### src/bdc_pkg.sv
// ----------------------------------------------------------------------------
// bdc_pkg: shared types and constants for the button debouncer
// Counter widths, register defaults, config and result structs, register map.
// ----------------------------------------------------------------------------
package bdc_pkg;

    // elapsed-time counters and click counter widths
    localparam int TIME_BITS  = 16;
    localparam int CLICK_BITS = 8;

    // configuration register widths
    localparam int SETTLE_W = 8;
    localparam int GAP_W    = 16;
    localparam int LONG_W   = 16;
    localparam int CFG_W    = 16;
    localparam int CFG_IDX_W = 2;

    // compare width wide enough for both counters and thresholds
    localparam int CMP_BITS = (TIME_BITS > LONG_W) ? TIME_BITS : LONG_W;

    localparam int TOTAL_W = 8;
    localparam int IN_TDATA_W  = 8;
    localparam int OUT_TDATA_W = 16;

    typedef logic [TIME_BITS-1:0]  t_time;
    typedef logic [CLICK_BITS-1:0] t_clicks;
    typedef logic [CMP_BITS-1:0]   t_cmp;

    // register defaults
    localparam logic [SETTLE_W-1:0] DEF_SETTLE = 8'd10;
    localparam logic [GAP_W-1:0]    DEF_GAP    = 16'd300;
    localparam logic [LONG_W-1:0]   DEF_LONG   = 16'd2000;

    // register map
    typedef enum logic [CFG_IDX_W-1:0] {
        REG_SETTLE = 2'd0,
        REG_GAP    = 2'd1,
        REG_LONG   = 2'd2
    } t_reg_idx;

    typedef struct packed {
        logic [SETTLE_W-1:0] settle_ticks;
        logic [GAP_W-1:0]    click_gap_ticks;
        logic [LONG_W-1:0]   long_press_ticks;
    } t_cfg;

    typedef struct packed {
        logic               stable_level;
        logic [TOTAL_W-1:0] click_total;
        logic               click_report;
        logic               long_press_event;
        logic               released_event;
        logic               pressed_event;
    } t_result;

endpackage

### src/bdc_tick.sv
// ----------------------------------------------------------------------------
// bdc_tick: debounce and event state for one millisecond tick
// Holds the debounce/press/release/click state; the result of the tick is
// combinational from the current state and pin, state advances on i_step.
// ----------------------------------------------------------------------------
module bdc_tick (
    input  logic             i_clk,
    input  logic             i_rst_n,
    input  logic             i_step,
    input  logic             i_pin,
    input  bdc_pkg::t_cfg    i_cfg,
    output bdc_pkg::t_result o_res
);

    logic                          r_deb, n_deb;
    logic                          r_pending, n_pending;
    logic [bdc_pkg::SETTLE_W-1:0]  r_pend, n_pend;
    bdc_pkg::t_time                r_press, n_press;
    bdc_pkg::t_time                r_rel, n_rel;
    logic                          r_long, n_long;
    bdc_pkg::t_clicks              r_clicks, n_clicks;
    logic [bdc_pkg::LONG_W-1:0]    thr;

    always_comb begin
        n_deb     = r_deb;
        n_pending = r_pending;
        n_pend    = r_pend;
        n_long    = r_long;
        n_clicks  = r_clicks;
        n_press   = (r_press == '1) ? r_press : r_press + 1'b1;
        n_rel     = (r_rel == '1) ? r_rel : r_rel + 1'b1;
        o_res     = '0;

        if (r_pending) begin
            n_pend = (r_pend == '1) ? r_pend : r_pend + 1'b1;
            if (n_pend >= i_cfg.settle_ticks) begin
                if (i_pin != r_deb) begin
                    if (!i_pin) begin
                        o_res.pressed_event = 1'b1;
                        n_press = '0;
                        n_long  = 1'b0;
                    end else begin
                        o_res.released_event = 1'b1;
                        n_rel    = '0;
                        n_clicks = (r_clicks == '1) ? r_clicks : r_clicks + 1'b1;
                    end
                end
                n_deb     = i_pin;
                n_pending = 1'b0;
            end
        end else if (i_pin != r_deb) begin
            n_pending = 1'b1;
            n_pend    = '0;
        end

        // zero threshold means the default
        thr = (i_cfg.long_press_ticks == '0) ? bdc_pkg::DEF_LONG : i_cfg.long_press_ticks;
        if (!n_deb && !n_long &&
            (bdc_pkg::t_cmp'(n_press) >= bdc_pkg::t_cmp'(thr))) begin
            n_long = 1'b1;
            o_res.long_press_event = 1'b1;
        end

        if ((n_clicks != '0) && n_deb &&
            (bdc_pkg::t_cmp'(n_rel) > bdc_pkg::t_cmp'(i_cfg.click_gap_ticks))) begin
            o_res.click_report = 1'b1;
            o_res.click_total  = (32'(n_clicks) > 32'd255) ? 8'd255
                                                          : bdc_pkg::TOTAL_W'(n_clicks);
            n_clicks = '0;
        end

        o_res.stable_level = n_deb;
    end

    always_ff @(posedge i_clk) begin
        if (!i_rst_n) begin
            r_deb     <= 1'b1;
            r_pending <= 1'b0;
            r_pend    <= '0;
            r_press   <= '0;
            r_rel     <= '0;
            r_long    <= 1'b0;
            r_clicks  <= '0;
        end else if (i_step) begin
            r_deb     <= n_deb;
            r_pending <= n_pending;
            r_pend    <= n_pend;
            r_press   <= n_press;
            r_rel     <= n_rel;
            r_long    <= n_long;
            r_clicks  <= n_clicks;
        end
    end

endmodule

### src/button_debounce_click_longpress.sv
// ----------------------------------------------------------------------------
// button_debounce_click_longpress: debounced button with click/long-press events
// One tick transaction in, one event transaction out, full stream throughput while m_axis is not stalled.
// ----------------------------------------------------------------------------
//
// Channel   Dir  Handshake                   Payload
// s_axis    in   s_axis_tvalid/tready        tdata[0] pin_level (0 pressed)
// m_axis    out  m_axis_tvalid/tready        tdata: events, click_total, level
// cfg       in   i_cfg_valid/o_cfg_ready     i_cfg_index, i_cfg_data
//
// One tick transaction per cycle while the result is not stalled; a tick passes
// the input register, then the event logic into the result register.
// Reset (synchronous, active low) restores the register defaults 10/300/2000
// and a released, idle button.
// A stalled result holds in the result register; the input register still
// takes one more tick, then s_axis_tready drops until the result leaves.
// Config writes are always ready and apply to the next tick evaluated.
module button_debounce_click_longpress (
    input  logic                                i_clk,
    input  logic                                i_rst_n,
    // input ticks
    input  logic                                s_axis_tvalid,
    output logic                                s_axis_tready,
    input  logic [bdc_pkg::IN_TDATA_W-1:0]      s_axis_tdata,  // [0] pin_level, rest zero
    // events
    output logic                                m_axis_tvalid,
    input  logic                                m_axis_tready,
    // [0] pressed_event [1] released_event [2] long_press_event [3] click_report
    // [11:4] click_total [12] stable_level, [15:13] zero
    output logic [bdc_pkg::OUT_TDATA_W-1:0]     m_axis_tdata,
    // register writes
    input  logic                                i_cfg_valid,
    output logic                                o_cfg_ready,
    input  logic [bdc_pkg::CFG_IDX_W-1:0]       i_cfg_index,
    input  logic [bdc_pkg::CFG_W-1:0]           i_cfg_data
);

    bdc_pkg::t_cfg    r_cfg;
    logic             r_in_valid;
    logic             r_in_pin;
    logic             r_out_valid;
    bdc_pkg::t_result r_out;
    bdc_pkg::t_result res;
    logic             out_free;
    logic             step;

    assign o_cfg_ready = 1'b1;

    // config registers; unknown indexes are dropped
    always_ff @(posedge i_clk) begin
        if (!i_rst_n) begin
            r_cfg.settle_ticks     <= bdc_pkg::DEF_SETTLE;
            r_cfg.click_gap_ticks  <= bdc_pkg::DEF_GAP;
            r_cfg.long_press_ticks <= bdc_pkg::DEF_LONG;
        end else if (i_cfg_valid && o_cfg_ready) begin
            unique case (i_cfg_index)
                bdc_pkg::REG_SETTLE: r_cfg.settle_ticks <= i_cfg_data[bdc_pkg::SETTLE_W-1:0];
                bdc_pkg::REG_GAP:    r_cfg.click_gap_ticks  <= i_cfg_data;
                bdc_pkg::REG_LONG:   r_cfg.long_press_ticks <= i_cfg_data;
                default: ;
            endcase
        end
    end

    // the result slot is free when empty or draining this cycle
    assign out_free      = !r_out_valid || m_axis_tready;
    assign step          = r_in_valid && out_free;
    assign s_axis_tready = !r_in_valid || out_free;

    // input register
    always_ff @(posedge i_clk) begin
        if (!i_rst_n) begin
            r_in_valid <= 1'b0;
        end else if (s_axis_tready) begin
            r_in_valid <= s_axis_tvalid;
        end
    end

    always_ff @(posedge i_clk) begin
        if (s_axis_tvalid && s_axis_tready) begin
            r_in_pin <= s_axis_tdata[0];
        end
    end

    bdc_tick u_tick (
        .i_clk   (i_clk),
        .i_rst_n (i_rst_n),
        .i_step  (step),
        .i_pin   (r_in_pin),
        .i_cfg   (r_cfg),
        .o_res   (res)
    );

    // result register
    always_ff @(posedge i_clk) begin
        if (!i_rst_n) begin
            r_out_valid <= 1'b0;
        end else if (out_free) begin
            r_out_valid <= step;
        end
    end

    always_ff @(posedge i_clk) begin
        if (step) begin
            r_out <= res;
        end
    end

    assign m_axis_tvalid = r_out_valid;
    assign m_axis_tdata  = bdc_pkg::OUT_TDATA_W'(r_out);

    // a tick never reports both edges
    a_one_edge: assert property (@(posedge i_clk) disable iff (!i_rst_n)
        r_out_valid |-> !(r_out.pressed_event && r_out.released_event))
        else $error("press and release in one tick");

    // a press edge leaves the button pressed, a release leaves it released
    a_edge_level: assert property (@(posedge i_clk) disable iff (!i_rst_n)
        r_out_valid |-> ((!r_out.pressed_event || !r_out.stable_level) &&
                         (!r_out.released_event || r_out.stable_level)))
        else $error("edge event disagrees with stable level");

    // long press only while held, click report only while released
    a_hold_level: assert property (@(posedge i_clk) disable iff (!i_rst_n)
        r_out_valid |-> ((!r_out.long_press_event || !r_out.stable_level) &&
                         (!r_out.click_report || r_out.stable_level)))
        else $error("long press or click report at wrong level");

    // count is zero outside a report and nonzero with one
    a_total: assert property (@(posedge i_clk) disable iff (!i_rst_n)
        r_out_valid |-> (r_out.click_report == (r_out.click_total != '0)))
        else $error("click total inconsistent with report");

    // a stalled result is not overwritten
    a_hold: assert property (@(posedge i_clk) disable iff (!i_rst_n)
        (r_out_valid && !m_axis_tready) |=> (r_out_valid && $stable(r_out)))
        else $error("stalled result changed");

endmodule
### config.mk
export PLATFORM = sky130hd
export DESIGN_NAME = button_debounce_click_longpress
export DESIGN_NICKNAME = d
export VERILOG_FILES = /design/src/bdc_pkg.sv /design/src/bdc_tick.sv /design/src/button_debounce_click_longpress.sv
export SDC_FILE = /design/constraint.sdc
export NUM_CORES = 1
export LEC_CHECK = 0
export ABC_AREA = 1
export BUFFER_PORTS_ARGS = -buffer_cell sky130_fd_sc_hd__buf_2
export CORE_MARGIN = 3
export CORE_UTILIZATION = 55
export DETAILED_ROUTE_END_ITERATION = 8
export HOLD_SLACK_MARGIN = 0.02
export PLACE_DENSITY_LB_ADDON = 0.08
export SLEW_MARGIN = 20
export SYNTH_ARGS = -nofsm -noshare
export SYNTH_HDL_FRONTEND = slang
export SYNTH_SLANG_ARGS = --single-unit
### constraint.sdc
create_clock -name i_clk -period 3.9 [get_ports i_clk]
set_input_delay 0.39 -clock i_clk [delete_from_list [all_inputs] [get_ports i_clk]]
set_output_delay 0.39 -clock i_clk [all_outputs]
set_load 0.005 [all_outputs]
==> out/results.ini, run 1 <==
[grt]
grt_util_met1_pct=29.86
grt_max_degree=70
antenna_found_initial=0
use_met2_pct=40.72
grt_usage_pct=23.71
grt-busiest-layer=met2
grt_use_met3_pct=5.936
overflow=0
grt_pass1_wl_um=25030
grt_pass1_vias=5581

[power]
swShare_pct=28.21
p_leak_nw=3.508
power.total_mw=2.500
vdd_drop_max_v=0.0003203
intPower_mw=1.795
p_switching_mw=0.7052
p_per_area_mw_per_mm2=318.2
clockPowerShare_pct=35.4
seqPwrFrac_pct=48.2
power_frac_comb_pct=16.4

[synth]
synth_edf_count=14
synth_top_area_share_pct=29.40
yosysUniqueCellTypes=46
synth_largest_area_cell=dfxtp_1
synth_area_leaders=dfxtp_1 (29%), nand2_1 (10%), ha_1 (8.7%)
synthesis.area_mm2=0.006334
yosysWarnings=0
ys_seq_area_share_pct=36.03
synth_most_common_cell=nand2_1
ys_seq_elements=107
avgSynthCellArea_um2=7.149
synth-main-ff-cell=dfxtp_1
yosys-top-cells-count=nand2_1 (172), inv_1 (120), a21oi_1 (100)
syn_inst=886
synthArstFlopShare_pct=0

[sta]
tns_ps=-1089
max_freq_mhz=251.4
tightest_slew_ps=979.3
setup_viol=19
skew_ps=7.811
period_share_pct=102.0
finalCriticalPeriod_ps=3978
max-slew-margin-rel_pct=34.64
hold_violations=0
drv_slew=0
rsz0062_at_grt=yes
setup_slack_ps=-78.20

[detailed_routing]
drc=0
dr.pass1.iters=5
dr_total_vias=6013
dr.first_iter.drc_count=392
antenna_left=0
totalWireLength_um=15410
post_drt_wl_per_cell_um=13.92
avgViaCountPerCell=5.432

[run]
drv_cap=0

[floorplanning]
dieArea_mm2=0.01284
core_mm2=0.01103
rows=38
io_pins=50
fp.dieW_um=113.3
initial_core_util_pct=57.42
dieHeight_um=113.3

[status]
status=finished with violations
violations=negative setup slack

[final_layout]
layout-drive-gt1-share_pct=26.06
area_delta_synth_final_pct=24.02
diodes=0
final_area_mm2=0.007855
instances_no_fill=1107
nets=1037
num-fill-cells=896

[clock_network]
numCtsBuffers=9
htreeDepth=3
clk_latency_ps=360
tritoncts=done
cts-root-buf=clkbuf_16
clkTransAtPathRegs_ps=70
clockBufferDepth=2
cts_sinks=107

[place]
dpl.cell_count=1066
place_hpwl_um=10200
pre_cts_ws_ps=-237.7
placed_area_mm2=0.006854
gp_congestion=0.8675
io_buffers=38

[setup_path]
required_ps=4120
end_kind=register
path_max_fanout=8
crit_arrival_ps=4200
path_class=register to register
start_kind=register

[min_path]
hold_class=primary input to register

-- worst max-delay path, stage by stage, from the launching register on --
cell,delay (ps)
dfxtp_2,350
ha_4,150
nand2_4,60
nor3_4,130
nand3_2,130
mux2_4,340
ha_4,280
nand2_2,50
nand3_2,70
nand2_1,50
nand2_1,70
nand2_2,70
nand2_4,80
nand2_4,60
nor2_4,180
clkinv_4,150
nand2_4,110
inv_2,40
ha_4,260
nand4_1,160
nor3_4,260
a21boi_4,230
o21ai_4,90
nor2_4,160
buf_6,140
nand2_8,80
nor2_2,100
-- stage by stage --
step | hold WS, ps | util (%)
6_report | 206.1 | 71.21
5_1_grt | 194.6 | 71.21
4_1_cts | 192.2 | 68.16
3_5_place_dp | 463.2 | 62.14
3_3_place_gp | 449.7 | 62.14
2_1_floorplan | 435.3 | -
-- power by group through the flow --
stage	registers, mW	clock network, mW	logic [mW]
final	1.20	0.886	0.410
after detailed placement	1.23	0	0.320
after CTS	1.20	0.906	0.381
after floorplan	1.22	0	0.225
after global routing	1.21	0.954	0.461
after global placement	1.23	0	0.302
-- metal layers --
layer  vias to the layer above  share of wire (%)
met4                         0                1.6
met5                         -                  0
met3                        28                5.2
met2                       162                 49
met1                      2775                 44
li1                       3048                  -
-- cells in the final DEF (no fill, tap or decap), drive strengths merged --
cell	instances
nand2	189
inv	135
a21oi	104
dfxtp	93
buf	91
nor2	80
o21ai	72
ha	44
nand3	42
nand4	17
nor3	16
edfxtp	14
clkbuf	14
o211ai	9
xor2	8
xnor2	6
conb	4
nor4	4
o21a	3
clkinv	2
o211a	2
or2	2
a31oi	2
or4	2
clkinvlp	2
o21bai	2
nand3b	1
a22oi	1
a21o	1
o22ai	1
mux2	1
and3	1
a211oi	1
a21boi	1
-- final timing paths --
check / endpoint / slack (ps) / depth (start not counted) / start
min reg2reg: r_cfg[36] / 470 / 2 / r_cfg[36]
min: r_in_pin / 210 / 1 / s_axis_tdata[0]
max reg2reg: m_axis_tdata[5] / -80 / 26 / u_tick.r_pend[1]
max: m_axis_tdata[5] / -80 / 26 / u_tick.r_pend[1]
-- logic make-up (layout without fill, tap and decap cells) --
group | Yosys count | count (layout) | share of synthesized area (%)
other | 2 | 4 | 0.1186
flip-flops | 107 | 107 | 36.03
AND/OR/NAND/NOR | 352 | 354 | 25.66
XOR/XNOR | 14 | 14 | 1.936
adder cells (fa/ha/maj) | 44 | 44 | 8.692
buffers and inverters | 167 | 244 | 10.49
multiplexers | 1 | 1 | 0.1778
AO/OA/AOI/OAI | 199 | 199 | 16.89
-- state kept, by name, indices dropped and copies added (netlist names) --
name	cells
u_tick.r_pending	1
m_axis_tdata	13
u_tick.r_clicks	8
m_axis_tvalid	1
r_in_valid	1
u_tick.r_long	1
u_tick.r_press	16
u_tick.r_pend	8
u_tick.r_deb	1
u_tick.r_rel	16
r_in_pin	1
r_cfg	40
-- area by class of cell --
class / instances / area (µm²) / area share, %
timing repair buffer: 93 / 673.1 / 8.570
inverter: 134 / 510.5 / 6.499
clock inverter: 4 / 35.03 / 0.4460
clock buffer: 12 / 247.7 / 3.154
sequential: 107 / 2288 / 29.13
multi-input combinational: 616 / 3919 / 49.89
timing repair inverter: 1 / 6.256 / 0.07964
tap: 140 / 175.2 / 2.230
-- timing repair --
item / in CTS / in global routing
hold buffers: 0 / 0
cloned: 3 / 2
buffers inserted: 10 / 10
gates resized for setup: 61 / 52
pin swaps: 27 / 34
setup endpoints to repair: 19 / 19
No activity file was read; power rests on OpenSTA's default activity.
==> inputs of run 2 (changes only) <==
TNS_END_PERCENT = 10   (was default)
==> run 2 against run 1 <==
The run still ends with negative setup slack left. Clock power hardly changed. Sequential share of layout area is 1.2 points higher. Maximum frequency is 0.14% lower. Clock skew is 0.83 ps lower. Via count is 1.4% lower. Clock-buffer cell count stayed put. Cell area is 3.9% lower. Sequential power hardly changed. Die area stayed put. Cell count is 1.1% lower. Setup slack worse by 5.7 ps.
==> out/results.ini, run 2 (synthesis results as in run 1) <==
[grt]
antenna_found_initial=0  ; unchanged
grt_pass1_vias=5543  ; was 5581
grt_usage_pct=23.43  ; was 23.71%
grt_pass1_wl_um=24760  ; was 25030 µm
grt_max_degree=70  ; unchanged
overflow=0  ; unchanged

[floorplanning]
fp.dieW_um=113.3  ; unchanged
io_pins=50  ; unchanged
core_mm2=0.01103  ; unchanged
rows=38  ; unchanged
dieHeight_um=113.3  ; unchanged
initial_core_util_pct=57.42  ; unchanged
dieArea_mm2=0.01284  ; unchanged

[sta]
skew_ps=6.983  ; was 7.811 ps
setup_slack_ps=-83.88  ; was -78.20 ps
setup_viol=9  ; was 19
tns_ps=-612.1  ; was -1089 ps
hold-worst-slack_ps=203.1  ; was 206.1 ps
tightest_slew_ps=946.4  ; was 979.3 ps
max_freq_mhz=251.0  ; was 251.4 MHz
finalCriticalPeriod_ps=3984  ; was 3978 ps
hold_violations=0  ; unchanged
rsz0062_at_grt=yes  ; unchanged
drv_slew=0  ; unchanged
period_share_pct=102.2  ; was 102.0%
max-slew-margin-rel_pct=36.83  ; was 34.64%

[clock_network]
cts_sinks=107  ; unchanged
clkTransAtPathRegs_ps=70  ; about the same
numCtsBuffers=9  ; unchanged
cts-root-buf=clkbuf_16  ; unchanged
clockBufferDepth=2  ; unchanged
hold_buffers=0  ; unchanged
htreeDepth=3  ; unchanged
clk_latency_ps=360  ; about the same
tritoncts=done  ; unchanged

[final_layout]
instances_no_fill=1095  ; was 1107
regMostFlops=r_cfg  ; unchanged
regArea_mm2=0.002288  ; unchanged
final_area_mm2=0.007550  ; was 0.007855 mm²
diodes=0  ; unchanged
num-fill-cells=956  ; was 896
nets=1025  ; was 1037
most-common-layout-cells=nand2_1 (153), inv_1 (114), a21oi_1 (93), dfxtp_1 (90), o21ai_0 (67)  ; was nand2_1 (148), inv_1 (111), dfxtp_1 (90), a21oi_1 (89), o21ai_0 (66)
area_delta_synth_final_pct=19.20  ; was 24.02%
largest_reg_flops=40  ; unchanged
top_regs=r_cfg x40, u_tick.r_press x16, u_tick.r_rel x16  ; unchanged
layout_commonest_cell=nand2_1  ; unchanged
layout-drive-gt1-share_pct=22.83  ; was 26.06%
multi_input_area_mm2=0.003750  ; was 0.003919 mm²
final_util_pct=68.44  ; was 71.21%

[detailed_routing]
post_drt_wl_per_cell_um=13.59  ; was 13.92 µm
totalWireLength_um=14880  ; was 15410 µm
dr_total_vias=5930  ; was 6013
avgViaCountPerCell=5.416  ; was 5.432
dr.pass1.iters=5  ; unchanged
dr.first_iter.drc_count=385  ; was 392
drc=0  ; unchanged
antenna_left=0  ; unchanged

[power]
power.total_mw=2.461  ; was 2.500 mW
p_leak_nw=3.424  ; was 3.508 nW
vdd_drop_max_v=0.0003096  ; was 0.0003203 V
p_per_area_mw_per_mm2=326.0  ; was 318.2 mW/mm²

[place]
io_buffers=38  ; unchanged
placed_area_mm2=0.006854  ; unchanged
gp_congestion=0.8675  ; unchanged
place_hpwl_um=10200  ; unchanged
dpl.cell_count=1066  ; unchanged
pre_cts_ws_ps=-237.7  ; unchanged

[setup_path]
end_kind=register  ; unchanged
path_class=register to register  ; unchanged
required_ps=4100  ; was 4120 ps
r2r-start=u_tick.r_pend[1]  ; unchanged
start_kind=register  ; unchanged
cp-startpoint=u_tick.r_pend[1]  ; unchanged
crit_arrival_ps=4190  ; was 4200 ps
path_max_fanout=8  ; unchanged

[min_path]
worstHoldStart=s_axis_tdata[0]  ; unchanged
hold_class=primary input to register  ; unchanged

[run]
drv_cap=0  ; unchanged

[status]
violations=negative setup slack  ; unchanged
status=finished with violations  ; unchanged

run 2: cell types whose count changed in the layout (fill, tap and decap cells not counted), moves of 4 or more:
cell / previous run / this run
nand2_1: 148 / 153
ha_4: 15 / 9
ha_1: 29 / 35
buf_4: 47 / 40
a21oi_2: 15 / 11
a21oi_1: 89 / 93
run 2: worst max-delay path, cell delays in order, from the launching register on:
cell,delay (ps)
dfxtp_2,350
ha_4,150
nand2_4,50
nor3_4,130
nand3_2,130
mux2_4,340
ha_4,280
nand2_2,50
nand3_2,70
nand2_1,50
nand2_1,70
nand2_2,70
nand2_4,80
nand2_4,60
nor2_4,180
clkinv_4,150
nand2_4,110
inv_4,40
ha_4,250
nand4_1,170
nor3_4,250
a21boi_2,200
o21ai_2,110
nor2_4,190
nand2_4,150
nand2_2,90
a21oi_1,50
run 2: power by group:
group	switching (mW)	internal [mW]	total [mW]
registers	0.0381	1.17	1.20
clock network	0.428	0.460	0.888
logic	0.225	0.144	0.369
total	0.691	1.77	2.46
run 2: metal layers:
metal	global-route usage [%]	vias to the layer above	wire length, µm	share of wire, %
met2	39.77	146	7175	48
met5	0	-	0	0
met3	6.043	19	736	4.9
li1	-	3025	-	-
met1	29.55	2740	6756	45
met4	6.490	0	210	1.4
run 2: path summary, 6_finish.rpt:
check / to / slack, ps / depth (start not counted)
setup / recovery: u_tick.r_clicks[5] / -80 / 26
hold / removal: r_in_pin / 200 / 1
setup reg to reg: u_tick.r_clicks[5] / -80 / 26
hold reg to reg: r_cfg[36] / 470 / 2
run 2: cell type report:
| type | instances | area share, % |
|---|---|---|
| timing repair inverter | 1 | 0.08286 |
| sequential | 107 | 30.31 |
| inverter | 134 | 6.762 |
| timing repair buffer | 81 | 7.110 |
| clock inverter | 4 | 0.4640 |
| tap | 140 | 2.320 |
| multi-input combinational | 616 | 49.67 |
| clock buffer | 12 | 3.281 |
run 2: what timing repair did:
action,4_1_cts,5_1_grt
cloned,3,0
endpoints found under the setup margin,19,19
buffers inserted,4,6
pin swaps,23,20
endpoints found under the hold margin,0,0
gates resized for setup,52,27
==> inputs of run 3 (changes only) <==
==> constraint.sdc (replaced) <==
create_clock -name i_clk -period 4.2 [get_ports i_clk]
set_input_delay 0.63 -clock i_clk [delete_from_list [all_inputs] [get_ports i_clk]]
set_output_delay 0.63 -clock i_clk [all_outputs]
set_load 0.005 [all_outputs]
==> run 3 against run 2 <==
The flow now finishes without violations. Setup slack gained 230 ps. Global-route usage shrank 1.3 points. Critical path depth grew 1. Largest cell class unchanged. Highest routed layer unchanged.
==> out/results.ini, run 3 (synthesis results as in run 1) <==
[floorplanning]
io_pins=50  ; unchanged
dieHeight_um=113.3  ; unchanged
rows=38  ; unchanged
initial_core_util_pct=57.42  ; unchanged
core_mm2=0.01103  ; unchanged
dieArea_mm2=0.01284  ; unchanged
fp.dieW_um=113.3  ; unchanged

[run]
drv_cap=0  ; unchanged

[final_layout]
layout-drive-gt1-share_pct=21.58  ; was 22.83%
diodes=0  ; unchanged
largest_reg_flops=40  ; unchanged
final_area_mm2=0.007492  ; was 0.007550 mm²
area_delta_synth_final_pct=18.29  ; was 19.20%
top_regs=r_cfg x40, u_tick.r_press x16, u_tick.r_rel x16  ; unchanged
instances_no_fill=1090  ; was 1095
num-fill-cells=946  ; was 956
layout_commonest_cell=nand2_1  ; unchanged
most-common-layout-cells=nand2_1 (155), inv_1 (114), a21oi_1 (97), dfxtp_1 (91), o21ai_0 (69)  ; was nand2_1 (153), inv_1 (114), a21oi_1 (93), dfxtp_1 (90), o21ai_0 (67)
regMostFlops=r_cfg  ; unchanged
final_util_pct=67.92  ; was 68.44%
nets=1020  ; was 1025

[place]
dpl.cell_count=1059  ; was 1066
gp_congestion=0.8937  ; was 0.8675
place_hpwl_um=10020  ; was 10200 µm
io_buffers=38  ; unchanged
placed_area_mm2=0.006775  ; was 0.006854 mm²
pre_cts_ws_ps=-103.7  ; was -237.7 ps

[status]
status=complete, no violations  ; was finished with violations

[setup_path]
path_class=register to register  ; unchanged
max_stage_delay_ps=360  ; was 350 ps
end_kind=register  ; unchanged
crit_arrival_ps=4250  ; was 4190 ps
path_max_fanout=8  ; unchanged
start_kind=register  ; unchanged
cpLargestDelayFamily=simple AND/OR/NAND/NOR gates  ; unchanged
crit_buf_inv=3  ; was 2
crit_slowest_cell=dfxtp_2  ; unchanged
cp_common_cell=nand2_2  ; was nand2_4
required_ps=4390  ; was 4100 ps

[detailed_routing]
dr.first_iter.drc_count=410  ; was 385
dr.pass1.iters=5  ; unchanged
antenna_left=0  ; unchanged
post_drt_wl_per_cell_um=13.53  ; was 13.59 µm
avgViaCountPerCell=5.318  ; was 5.416
dr_total_vias=5797  ; was 5930
totalWireLength_um=14750  ; was 14880 µm
drc=0  ; unchanged

[clock_network]
tritoncts=done  ; unchanged
clkTransAtPathRegs_ps=80  ; was 70 ps
cts_sinks=107  ; unchanged
clockBufferDepth=2  ; unchanged
numCtsBuffers=9  ; unchanged
htreeDepth=3  ; unchanged
cts-root-buf=clkbuf_16  ; unchanged
hold_buffers=0  ; unchanged
clk_latency_ps=360  ; about the same

[grt]
grt_pass1_wl_um=23470  ; was 24760 µm
overflow=0  ; unchanged
antenna_found_initial=0  ; unchanged
grt_usage_pct=22.11  ; was 23.43%
grt_max_degree=71  ; was 70
grt_pass1_vias=5289  ; was 5543

[sta]
tightest_slew_ps=954.9  ; was 946.4 ps
max-slew-margin-rel_pct=36.27  ; was 36.83%
setup_slack_ps=142.8  ; was -83.88 ps
setup_viol=0  ; was 9
period_share_pct=96.60  ; was 102.2%
drv_slew=0  ; unchanged
finalCriticalPeriod_ps=4057  ; was 3984 ps
skew_ps=10.99  ; was 6.983 ps
rsz0062_at_grt=yes  ; unchanged
hold_violations=0  ; unchanged
max_freq_mhz=246.5  ; was 251.0 MHz

[power]
power.total_mw=2.292  ; was 2.461 mW
p_leak_nw=3.391  ; was 3.424 nW
vdd_drop_max_v=0.0003416  ; was 0.0003096 V
p_per_area_mw_per_mm2=306.0  ; was 326.0 mW/mm²

[min_path]
hold_class=primary input to register  ; unchanged

[run 3: cell types whose count changed in the layout (fill, tap and decap cells not counted), sizes merged]
cell      before  now
inv          135  138
clkbuf        12   10
clkinvlp       2    1
buf           81   76
[run 3: routing by layer]
layer	track usage, %	wire (µm)
met5	0	0
met1	27.56	6630
met3	5.668	572
met2	38.59	7359
met4	4.808	184
[run 3: path summary, 6_finish.rpt]
check	start	endpoint	slack, ps	depth (start not counted)
worst min register to register	r_cfg[23]	r_cfg[23]	470	2
worst max-delay path	u_tick.r_pend[1]	u_tick.r_clicks[5]	140	27
worst max register to register	u_tick.r_pend[1]	u_tick.r_clicks[5]	140	27
worst min-delay path	s_axis_tdata[0]	r_in_pin	450	1
[run 3: final cells by class]
cell class	count	area (µm²)	area share, %
inverters	134	508.0	6.780
clock buffers	9	225.2	3.006
well taps	140	175.2	2.338
repair buffers	77	536.8	7.164
multi-input cells	616	3695	49.32
clock inverters	7	67.56	0.9018
flip-flops and latches	107	2285	30.49
[run 3: worst reg2reg max path: cells and delay by family (launching register included)]
family / cells / cell delay [ps]
buffers and inverters: 3 / 250
and+or+nand+nor: 17 / 1910
muxes: 1 / 340
AOI/OAI and AO/OA: 3 / 370
DFF: 1 / 360
adders and majority gates: 3 / 680
[run 3: per-stage QoR]
| stage | hold WS (ps) | TNS, ps |
|---|---|---|
| CTS | 435.5 | 0 |
| global route | 439.0 | -205.9 |
| detailed placement | 457.3 | -1193 |
| finish | 450.0 | 0 |
| global placement | 455.3 | 0 |
| floorplan | 435.3 | 0 |
[run 3: where the power goes]
group	switching (mW)	leakage [nW]	internal [mW]
Combinational	0.206	2.36	0.130
Clock	0.419	0.142	0.419
Sequential	0.0350	0.892	1.08
[run 3: what timing repair did]
| item | in CTS | in global routing |
|---|---|---|
| endpoints found under the setup margin | 17 | 19 |
| buffers inserted | 1 | 11 |
| resized for setup | 5 | 66 |
| pin swaps | 7 | 29 |
| cloned | 2 | 1 |
